<file path="src/rtl/core/kwm_pkg.sv">
// Shared types, command codes and constants for the k-way merge min-heap core.
package kwm_pkg;

  // Default number of heap entries (merge ways).
  localparam int unsigned HEAP_WAYS_DEF = 16;

  // Field widths fixed by the word formats.
  localparam int unsigned VALUE_W  = 32;
  localparam int unsigned SOURCE_W = 4;

  // Command codes carried in an input word.
  typedef enum logic [1:0] {
    CMD_LOAD   = 2'd0,
    CMD_BUILD  = 2'd1,
    CMD_REFILL = 2'd2,
    CMD_DROP   = 2'd3
  } cmd_e;

  // Controller states.
  typedef enum logic [2:0] {
    ST_IDLE,
    ST_RD_CARRY,
    ST_CMP,
    ST_WB,
    ST_FIN
  } state_e;

  // Input word.
  typedef struct packed {
    cmd_e                        cmd;
    logic signed [VALUE_W-1:0]   value;
    logic        [SOURCE_W-1:0]  source;
  } item_t;

  // Result word.
  typedef struct packed {
    logic signed [VALUE_W-1:0]   top_value;
    logic        [SOURCE_W-1:0]  top_source;
    logic                        heap_empty;
  } result_t;

  // One heap entry as held in memory.
  typedef struct packed {
    logic signed [VALUE_W-1:0]   value;
    logic        [SOURCE_W-1:0]  source;
  } entry_t;

endpackage

</file>
<file path="src/rtl/core/kwm_mem.sv">
// Heap entry store: one write port and two registered read ports.
module kwm_mem #(
  parameter int unsigned HEAP_WAYS = kwm_pkg::HEAP_WAYS_DEF,
  localparam int unsigned AW = $clog2(HEAP_WAYS)
) (
  input  logic                 clk_i,
  input  logic                 we_i,
  input  logic [AW-1:0]        waddr_i,
  input  kwm_pkg::entry_t      wdata_i,
  input  logic [AW-1:0]        rd_a_addr_i,
  input  logic [AW-1:0]        rd_b_addr_i,
  output kwm_pkg::entry_t      rd_a_data_o,
  output kwm_pkg::entry_t      rd_b_data_o
);

  kwm_pkg::entry_t mem_q [HEAP_WAYS];
  kwm_pkg::entry_t rd_a_q;
  kwm_pkg::entry_t rd_b_q;

  // Write port.
  always_ff @(posedge clk_i) begin
    if (we_i) begin
      mem_q[waddr_i] <= wdata_i;
    end
  end

  // Two read ports, each registered.
  always_ff @(posedge clk_i) begin
    rd_a_q <= mem_q[rd_a_addr_i];
    rd_b_q <= mem_q[rd_b_addr_i];
  end

  assign rd_a_data_o = rd_a_q;
  assign rd_b_data_o = rd_b_q;

endmodule

</file>
<file path="src/rtl/core/kwm_ctrl.sv">
// Command sequencer: load, build, refill and drop with a memory-based sift-down.
module kwm_ctrl #(
  parameter int unsigned HEAP_WAYS = kwm_pkg::HEAP_WAYS_DEF,
  localparam int unsigned AW = $clog2(HEAP_WAYS),
  localparam int unsigned CW = $clog2(HEAP_WAYS + 1)
) (
  input  logic                 clk_i,
  input  logic                 rst_ni,
  input  logic                 start,
  output logic                 busy,
  input  kwm_pkg::item_t       item_i,
  output logic                 result_valid_o,
  output kwm_pkg::result_t     result_o,
  output logic                 mem_we_o,
  output logic [AW-1:0]        mem_waddr_o,
  output kwm_pkg::entry_t      mem_wdata_o,
  output logic [AW-1:0]        mem_rd_a_addr_o,
  output logic [AW-1:0]        mem_rd_b_addr_o,
  input  kwm_pkg::entry_t      mem_rd_a_data_i,
  input  kwm_pkg::entry_t      mem_rd_b_data_i
);

  // Child index width: 2 * pos + 2 must fit.
  localparam int unsigned IW = AW + 2;

  kwm_pkg::state_e  state_q, state_d;
  kwm_pkg::cmd_e    cmd_q, cmd_d;
  logic [CW-1:0]    count_q, count_d;
  logic [CW-1:0]    bld_q, bld_d;
  logic [AW-1:0]    pos_q, pos_d;
  kwm_pkg::entry_t  carry_q, carry_d;
  kwm_pkg::entry_t  top_q, top_d;
  logic             res_valid_q, res_valid_d;
  kwm_pkg::result_t res_q, res_d;

  logic             accept;
  logic [CW-1:0]    half;
  logic [IW-1:0]    cnt_ext;
  logic [IW-1:0]    cur_left, cur_right;
  logic             cur_right_ok;
  logic             take_l, take_r, swap;
  logic signed [kwm_pkg::VALUE_W-1:0] best_val;
  kwm_pkg::entry_t  child;
  logic [AW-1:0]    best_pos;
  logic [AW-1:0]    probe_pos;
  logic [IW-1:0]    probe_left, probe_right;
  logic             probe_has_left, probe_has_right;

  assign accept  = start && !busy;
  assign half    = count_q >> 1;
  assign cnt_ext = IW'(count_q);

  // Children of the position whose children were read last cycle.
  assign cur_left     = {1'b0, pos_q, 1'b1};
  assign cur_right    = cur_left + IW'(1);
  assign cur_right_ok = cur_right < cnt_ext;

  // Pick the smallest of carry, left child and right child; carry wins ties, then left.
  always_comb begin
    take_l   = $signed(mem_rd_a_data_i.value) < $signed(carry_q.value);
    best_val = take_l ? mem_rd_a_data_i.value : carry_q.value;
    take_r   = cur_right_ok && ($signed(mem_rd_b_data_i.value) < $signed(best_val));
    swap     = take_l || take_r;
    child    = take_r ? mem_rd_b_data_i : mem_rd_a_data_i;
    best_pos = take_r ? cur_right[AW-1:0] : cur_left[AW-1:0];
  end

  // Position whose children are fetched in this cycle.
  always_comb begin
    unique case (state_q)
      kwm_pkg::ST_IDLE: probe_pos = '0;
      kwm_pkg::ST_CMP:  probe_pos = best_pos;
      default:          probe_pos = pos_q;
    endcase
  end

  assign probe_left      = {1'b0, probe_pos, 1'b1};
  assign probe_right     = probe_left + IW'(1);
  assign probe_has_left  = probe_left < cnt_ext;
  assign probe_has_right = probe_right < cnt_ext;

  // State and datapath registers.
  always_ff @(posedge clk_i or negedge rst_ni) begin
    if (!rst_ni) begin
      state_q     <= kwm_pkg::ST_IDLE;
      cmd_q       <= kwm_pkg::CMD_LOAD;
      count_q     <= '0;
      bld_q       <= '0;
      res_valid_q <= 1'b0;
    end else begin
      state_q     <= state_d;
      cmd_q       <= cmd_d;
      count_q     <= count_d;
      bld_q       <= bld_d;
      res_valid_q <= res_valid_d;
    end
  end

  always_ff @(posedge clk_i) begin
    pos_q   <= pos_d;
    carry_q <= carry_d;
    top_q   <= top_d;
    res_q   <= res_d;
  end

  // Next state, memory requests and result.
  always_comb begin
    state_d         = state_q;
    cmd_d           = cmd_q;
    count_d         = count_q;
    bld_d           = bld_q;
    pos_d           = pos_q;
    carry_d         = carry_q;
    res_valid_d     = 1'b0;
    res_d           = res_q;
    mem_we_o        = 1'b0;
    mem_waddr_o     = pos_q;
    mem_wdata_o     = carry_q;
    mem_rd_a_addr_o = probe_left[AW-1:0];
    mem_rd_b_addr_o = probe_has_right ? probe_right[AW-1:0] : probe_left[AW-1:0];

    unique case (state_q)
      kwm_pkg::ST_IDLE: begin
        if (accept) begin
          cmd_d = item_i.cmd;
          unique case (item_i.cmd)
            kwm_pkg::CMD_LOAD: begin
              if (count_q < CW'(HEAP_WAYS)) begin
                mem_we_o           = 1'b1;
                mem_waddr_o        = count_q[AW-1:0];
                mem_wdata_o.value  = item_i.value;
                mem_wdata_o.source = item_i.source;
                count_d            = count_q + CW'(1);
              end
            end
            kwm_pkg::CMD_BUILD: begin
              if (half == '0) begin
                res_valid_d = 1'b1;
              end else begin
                pos_d           = AW'(half - CW'(1));
                bld_d           = half - CW'(1);
                mem_rd_a_addr_o = AW'(half - CW'(1));
                state_d         = kwm_pkg::ST_RD_CARRY;
              end
            end
            kwm_pkg::CMD_REFILL: begin
              if (count_q == '0) begin
                res_valid_d = 1'b1;
              end else begin
                carry_d.value  = item_i.value;
                carry_d.source = top_q.source;
                pos_d          = '0;
                if (probe_has_left) begin
                  state_d = kwm_pkg::ST_CMP;
                end else begin
                  // Single entry: the root is simply replaced.
                  mem_we_o    = 1'b1;
                  mem_waddr_o = '0;
                  mem_wdata_o = carry_d;
                  state_d     = kwm_pkg::ST_FIN;
                end
              end
            end
            kwm_pkg::CMD_DROP: begin
              count_d = (count_q == '0) ? count_q : count_q - CW'(1);
              if (count_d == '0) begin
                res_valid_d = 1'b1;
              end else begin
                // Fetch the last entry; it sifts down from the root.
                mem_rd_a_addr_o = AW'(count_q - CW'(1));
                pos_d           = '0;
                state_d         = kwm_pkg::ST_RD_CARRY;
              end
            end
            default: ;
          endcase
        end
      end

      kwm_pkg::ST_RD_CARRY: begin
        carry_d = mem_rd_a_data_i;
        if (probe_has_left) begin
          state_d = kwm_pkg::ST_CMP;
        end else begin
          mem_we_o    = 1'b1;
          mem_wdata_o = mem_rd_a_data_i;
          state_d     = kwm_pkg::ST_FIN;
        end
      end

      kwm_pkg::ST_CMP: begin
        mem_we_o = 1'b1;
        if (swap) begin
          // The smaller child moves up into the hole.
          mem_wdata_o = child;
          pos_d       = best_pos;
          state_d     = probe_has_left ? kwm_pkg::ST_CMP : kwm_pkg::ST_WB;
        end else begin
          state_d = kwm_pkg::ST_FIN;
        end
      end

      kwm_pkg::ST_WB: begin
        mem_we_o = 1'b1;
        state_d  = kwm_pkg::ST_FIN;
      end

      kwm_pkg::ST_FIN: begin
        if ((cmd_q == kwm_pkg::CMD_BUILD) && (bld_q != '0)) begin
          bld_d           = bld_q - CW'(1);
          pos_d           = AW'(bld_q - CW'(1));
          mem_rd_a_addr_o = AW'(bld_q - CW'(1));
          state_d         = kwm_pkg::ST_RD_CARRY;
        end else begin
          res_valid_d = 1'b1;
          state_d     = kwm_pkg::ST_IDLE;
        end
      end

      default: state_d = kwm_pkg::ST_IDLE;
    endcase

    // Result word from the root shadow.
    if (res_valid_d) begin
      res_d.heap_empty = (count_d == '0);
      res_d.top_value  = (count_d == '0) ? '0 : top_q.value;
      res_d.top_source = (count_d == '0) ? '0 : top_q.source;
    end

    // Keep a copy of the root entry in step with memory.
    top_d = top_q;
    if (mem_we_o && (mem_waddr_o == '0)) begin
      top_d = mem_wdata_o;
    end
  end

  assign busy           = (state_q != kwm_pkg::ST_IDLE);
  assign result_valid_o = res_valid_q;
  assign result_o       = res_q;

endmodule

</file>
<file path="src/rtl/core/kway_merge_min_heap_core.sv">
// Top level of the k-way merge min-heap: controller and entry memory.
//
//   Channel  Direction  Handshake                 Word
//   -------  ---------  ------------------------  ------------------------------
//   command  in         start high, busy low      item_i  (cmd, value, source)
//   result   out        result_valid_o, 1 cycle   result_o (top, source, empty)
//
// Load is complete on acceptance and gives no result. Build, refill and drop
// with work to do stay busy through a fetch of the carried entry (build and
// drop), a compare per level walked, a write-back if the entry sinks to a leaf
// and a finish step, repeated per parent for build. The result word is
// registered. Reset clears the control state and entry count, not the entries.
// The receiver cannot stall: each result word is shown for one cycle only.
module kway_merge_min_heap_core #(
  parameter int unsigned HEAP_WAYS = kwm_pkg::HEAP_WAYS_DEF
) (
  input  logic              clk_i,
  input  logic              rst_ni,
  input  logic              start,
  output logic              busy,
  input  kwm_pkg::item_t    item_i,
  output logic              result_valid_o,
  output kwm_pkg::result_t  result_o
);

  localparam int unsigned AW = $clog2(HEAP_WAYS);

  logic            mem_we;
  logic [AW-1:0]   mem_waddr;
  kwm_pkg::entry_t mem_wdata;
  logic [AW-1:0]   mem_rd_a_addr;
  logic [AW-1:0]   mem_rd_b_addr;
  kwm_pkg::entry_t mem_rd_a_data;
  kwm_pkg::entry_t mem_rd_b_data;

  // Command sequencer.
  kwm_ctrl #(
    .HEAP_WAYS(HEAP_WAYS)
  ) u_ctrl (
    .clk_i           (clk_i),
    .rst_ni          (rst_ni),
    .start           (start),
    .busy            (busy),
    .item_i          (item_i),
    .result_valid_o  (result_valid_o),
    .result_o        (result_o),
    .mem_we_o        (mem_we),
    .mem_waddr_o     (mem_waddr),
    .mem_wdata_o     (mem_wdata),
    .mem_rd_a_addr_o (mem_rd_a_addr),
    .mem_rd_b_addr_o (mem_rd_b_addr),
    .mem_rd_a_data_i (mem_rd_a_data),
    .mem_rd_b_data_i (mem_rd_b_data)
  );

  // Heap entry store.
  kwm_mem #(
    .HEAP_WAYS(HEAP_WAYS)
  ) u_mem (
    .clk_i       (clk_i),
    .we_i        (mem_we),
    .waddr_i     (mem_waddr),
    .wdata_i     (mem_wdata),
    .rd_a_addr_i (mem_rd_a_addr),
    .rd_b_addr_i (mem_rd_b_addr),
    .rd_a_data_o (mem_rd_a_data),
    .rd_b_data_o (mem_rd_b_data)
  );

  // A result word only appears once the controller has returned to idle.
  assert property (@(posedge clk_i) disable iff (!rst_ni)
    result_valid_o |-> !busy)
    else $error("result word shown while the controller is still busy");

  // An empty heap reports zero in the top fields.
  assert property (@(posedge clk_i) disable iff (!rst_ni)
    (result_valid_o && result_o.heap_empty) |->
      (result_o.top_value == '0) && (result_o.top_source == '0))
    else $error("empty heap result carries a non-zero top entry");

  // A load never produces a result word.
  assert property (@(posedge clk_i) disable iff (!rst_ni)
    (start && !busy && (item_i.cmd == kwm_pkg::CMD_LOAD)) |=> !result_valid_o)
    else $error("load command produced a result word");

  // Memory writes stay inside the heap.
  assert property (@(posedge clk_i) disable iff (!rst_ni)
    mem_we |-> ({1'b0, mem_waddr} < (AW + 1)'(HEAP_WAYS)))
    else $error("entry write outside the heap");

endmodule

</file>
<file path="config.mk">
export PLATFORM = sky130hd
export DESIGN_NAME = kway_merge_min_heap_core
export DESIGN_NICKNAME = d
export VERILOG_FILES = /design/src/rtl/core/kwm_pkg.sv /design/src/rtl/core/kwm_mem.sv /design/src/rtl/core/kwm_ctrl.sv /design/src/rtl/core/kway_merge_min_heap_core.sv
export SDC_FILE = /design/constraint.sdc
export NUM_CORES = 2
export LEC_CHECK = 0
export BUFFER_PORTS_ARGS = -buffer_cell sky130_fd_sc_hd__buf_2
export CORE_UTILIZATION = 35
export CTS_CLUSTER_SIZE = 16
export DETAILED_ROUTE_END_ITERATION = 10
export MAX_ROUTING_LAYER = met4
export SYNTH_ARGS = -nofsm -noshare
export SYNTH_HDL_FRONTEND = slang
export SYNTH_SLANG_ARGS = --single-unit
export TNS_END_PERCENT = 30
</file>
<file path="constraint.sdc">
create_clock -name clk_i -period 25.4 [get_ports clk_i]
set_clock_uncertainty 0.15 [all_clocks]
set_input_delay 7.62 -clock clk_i [delete_from_list [all_inputs] [get_ports clk_i]]
set_output_delay 7.62 -clock clk_i [all_outputs]
set_load 0.005 [all_outputs]
</file>
==> impl_results.md <==
- Post-synthesis cell area: 39900 µm²
- FF+latch count, synth: 741
- Die X: 340 µm
- Place WS: 12430 ps
- Area growth syn-to-layout: 11.6%
- Fin crit share: 48.9%
- WP data required: 25750 ps
- First-pass GRT wire length: 197000 µm
- Largest net degree at the start of global routing: 129
- Post-DR wirelength/cell: 26.9 µm
- Final-report hold violation count: 0
- Status: completed
- WS Path Type: in -> reg
- Vias in the first global route: 28900
- Hpwl dp: 79700 µm
- CP Data Arrival Time: 12770 ps
- Initial antenna violation count: 2
- Tot GR Track Use: 23.6%
- Port bufs: 79
- Later-pin clock latency in the skew report: 650 ps
- GP Congestion: 0.941
- Largest cells by area after synthesis: edfxtp_1 (49%), mux2i_1 (14%), o211ai_1 (4.6%)
- Crit-path max cell delay: 950 ps
- H-tree depth: 3
- Worst-path fanout max: 60
- Mean Syn Cell Area: 11.4 µm²
- Fill cells: 10700
- Core Rows: 123
- DRT Wirelength: 135000 µm
- CP most frequent cell: mux2i_1
- Initial core utilization: 35.4%
- MaxCap Viol Count: 0
- Most common cell in the netlist: edfxtp_1
- DRC violations left: 0
- Die area: 115000 µm²
- Max Fclk: 80.5 MHz
- Post-synth EDFFs: 653
- Root buf cell: clkbuf_16
- Syn_nets: 3625
- Crit-path cells: buf_2 -> ha_1 -> a32o_1 -> nor3_1 -> nand2_1 -> a22oi_2 -> buf_4 -> buf_4 -> buf_4 -> mux2i_1 -> mux2i_1 -> mux2i_1 -> mux2i_1
- Post-CTS Hold Buffers: 0
- DR vias: 30000
- Post-CTS Setup Inserts: 0
- CTS tree: done
- Area share of the leading cell type in the synthesized netlist: 49.2%
- Ports: 80
- Count of unique library cells instantiated by Yosys: 81
- Slew Limit Fails: 0
- Core area: 113000 µm²
- Synth Instances: 3497
- Crit path max-delay cell type: buf_4
- Type of the worst min-delay path: reg -> reg
- 1st-iter DRT viols: 2959
- RSZ-0062 raised after global routing: no
- Synth async-reset ratio: 2.16%
- Worst setup SP type: input port
- Synth top cells by count: edfxtp_1 (653), mux2i_1 (576), nand2_1 (463), o211ai_1 (243), inv_1 (190)
- Slew headroom: 14.6%
- CTS Buf Count: 78
- Die Y: 340 µm
- Post-synth top flop: edfxtp_1
- GRT overflow: 0
- Worst setup margin: 12980 ps
- Worst-margin pin slew: 1280 ps
- Clk slew on worst S/H paths: 60 ps
- Clock sinks: 741
- Seq/Total Area, Yosys: 53.8%
- # resized after CTS: 0
- Layout net count: 3592
- Initial DRT Pass Iterations: 6
- Setup TNS Final: 0 ps
- Post-DRT Antenna Nets: 0
- Setup violators final: 0
- Via density: 5.95
- Critical Path End Type: flip-flop
- Ys Warns: 0
- Final min period: 12420 ps
- Synth area leader: edfxtp_1
- Clk buf depth: 3
- Share of layout cells above drive strength 1: 10.3%
-- layout by cell type (no fill, tap or decap), types with 9 or more instances in the layout --
| cell | n |
|---|---|
| edfxtp_1 | 653 |
| mux2i_1 | 576 |
| nand2_1 | 462 |
| o211ai_1 | 243 |
| inv_1 | 190 |
| a21oi_1 | 147 |
| nand4_1 | 107 |
| ha_1 | 86 |
| o21ai_0 | 85 |
| buf_4 | 81 |
| clkbuf_16 | 80 |
| buf_2 | 79 |
| dfxtp_1 | 72 |
| o221ai_1 | 49 |
| and2_1 | 44 |
| a211oi_1 | 43 |
| nand3_1 | 42 |
| nor2_1 | 42 |
| and3_1 | 30 |
| a22oi_1 | 30 |
| a2111oi_0 | 27 |
| o2bb2ai_1 | 24 |
| nor4_1 | 22 |
| mux2_2 | 20 |
| o22ai_1 | 19 |
| nor2_4 | 17 |
| o21a_1 | 16 |
| dfrtp_1 | 16 |
| clkbuf_1 | 15 |
| clkinv_2 | 15 |
| clkinv_1 | 12 |
| o2111ai_1 | 12 |
| nor3_1 | 10 |
| nand2b_1 | 10 |
| xnor2_1 | 10 |
| bufinv_16 | 10 |
| a222oi_1 | 9 |
-- sequential cells by signal, indices dropped and copies added (netlist names) --
| register | flops |
|---|---|
| u_ctrl.bld_q | 5 |
| u_ctrl.carry_q | 36 |
| u_ctrl.cmd_q | 2 |
| u_ctrl.count_q | 5 |
| u_ctrl.pos_q | 4 |
| u_ctrl.result_o | 37 |
| u_ctrl.result_valid_o | 1 |
| u_ctrl.state_q | 3 |
| u_mem.mem_q | 576 |
| u_mem.rd_a_data_o | 36 |
| u_mem.rd_b_data_o | 36 |
-- through the flow --
step                hold slack [ps]  utilization, %  cell area (µm²)  instances
finish                          357            39.5            44500       5031
global route                    421            39.5            44500       5031
CTS                             364            39.5            44500       5029
detailed placement              343            37.2            41900       4884
global placement                357            37.2            41900       4884
floorplan                       301               -            39900       3497
-- worst max-delay path: cells and delay by family --
kind / cells / cell delay [ps]
AO/OA/AOI/OAI: 2 / 1000
adder cells (fa/ha/maj): 1 / 340
multiplexers: 4 / 690
AND/OR/NAND/NOR: 2 / 300
buffers and inverters: 4 / 2650
-- path summary, 6_finish.rpt --
| kind | startpoint | endpoint | slack (ps) | cells after the start |
|---|---|---|---|---|
| max in group asynchronous | rst_ni | u_ctrl.bld_q[3]$_DFFE_PN0P_ | 18070 | 1 |
| max | item_i[36] | u_mem.rd_a_data_o[28]$_DFF_P_ | 12980 | 13 |
| min reg2reg | u_ctrl.cmd_q[1]$_DFFE_PN0P_ | u_ctrl.cmd_q[1]$_DFFE_PN0P_ | 360 | 2 |
| max reg2reg | u_mem.rd_a_data_o[30]$_DFF_P_ | u_mem.rd_b_data_o[30]$_DFF_P_ | 13160 | 33 |
| min | u_ctrl.cmd_q[1]$_DFFE_PN0P_ | u_ctrl.cmd_q[1]$_DFFE_PN0P_ | 360 | 2 |
| min in group asynchronous | rst_ni | u_ctrl.result_valid_o$_DFF_PN0_ | 6740 | 1 |
-- logic make-up (layout without fill, tap and decap cells) --
kind of cell,after synthesis,count (layout),synth area share [%]
compound gates,775,775,13.7
xor+xnor,12,12,0.264
fa+ha+maj,87,87,2.73
buf+inv,467,499,4.88
flops,741,741,53.8
mux,599,599,15.2
other cells,0,2,0
simple gates,816,816,9.46
-- cell type report --
cell class              count  area, µm²  share of cell area (%)
repair buffers            161       1020                    2.30
flip-flops and latches    741      21500                    48.2
inverters                 193        729                    1.64
clock inverters            43        485                    1.09
multi-input cells        2289      16800                    37.7
diodes                      2       5.00                  0.0112
well taps                1500       1880                    4.22
clock buffers             102       2150                    4.84
-- per-layer routing --
metal | part of all wire [%] | vias up | global-route usage [%]
met5 | 0 | - | -
met3 | 8.4 | 291 | 3.67
li1 | - | 13200 | -
met2 | 47 | 1411 | 37.5
met1 | 41 | 15000 | 30.1
met4 | 4.0 | 0 | 9.20
Power is not shown: default switching activity piles up to over one toggle a cycle in this logic, so the estimate is an artifact.
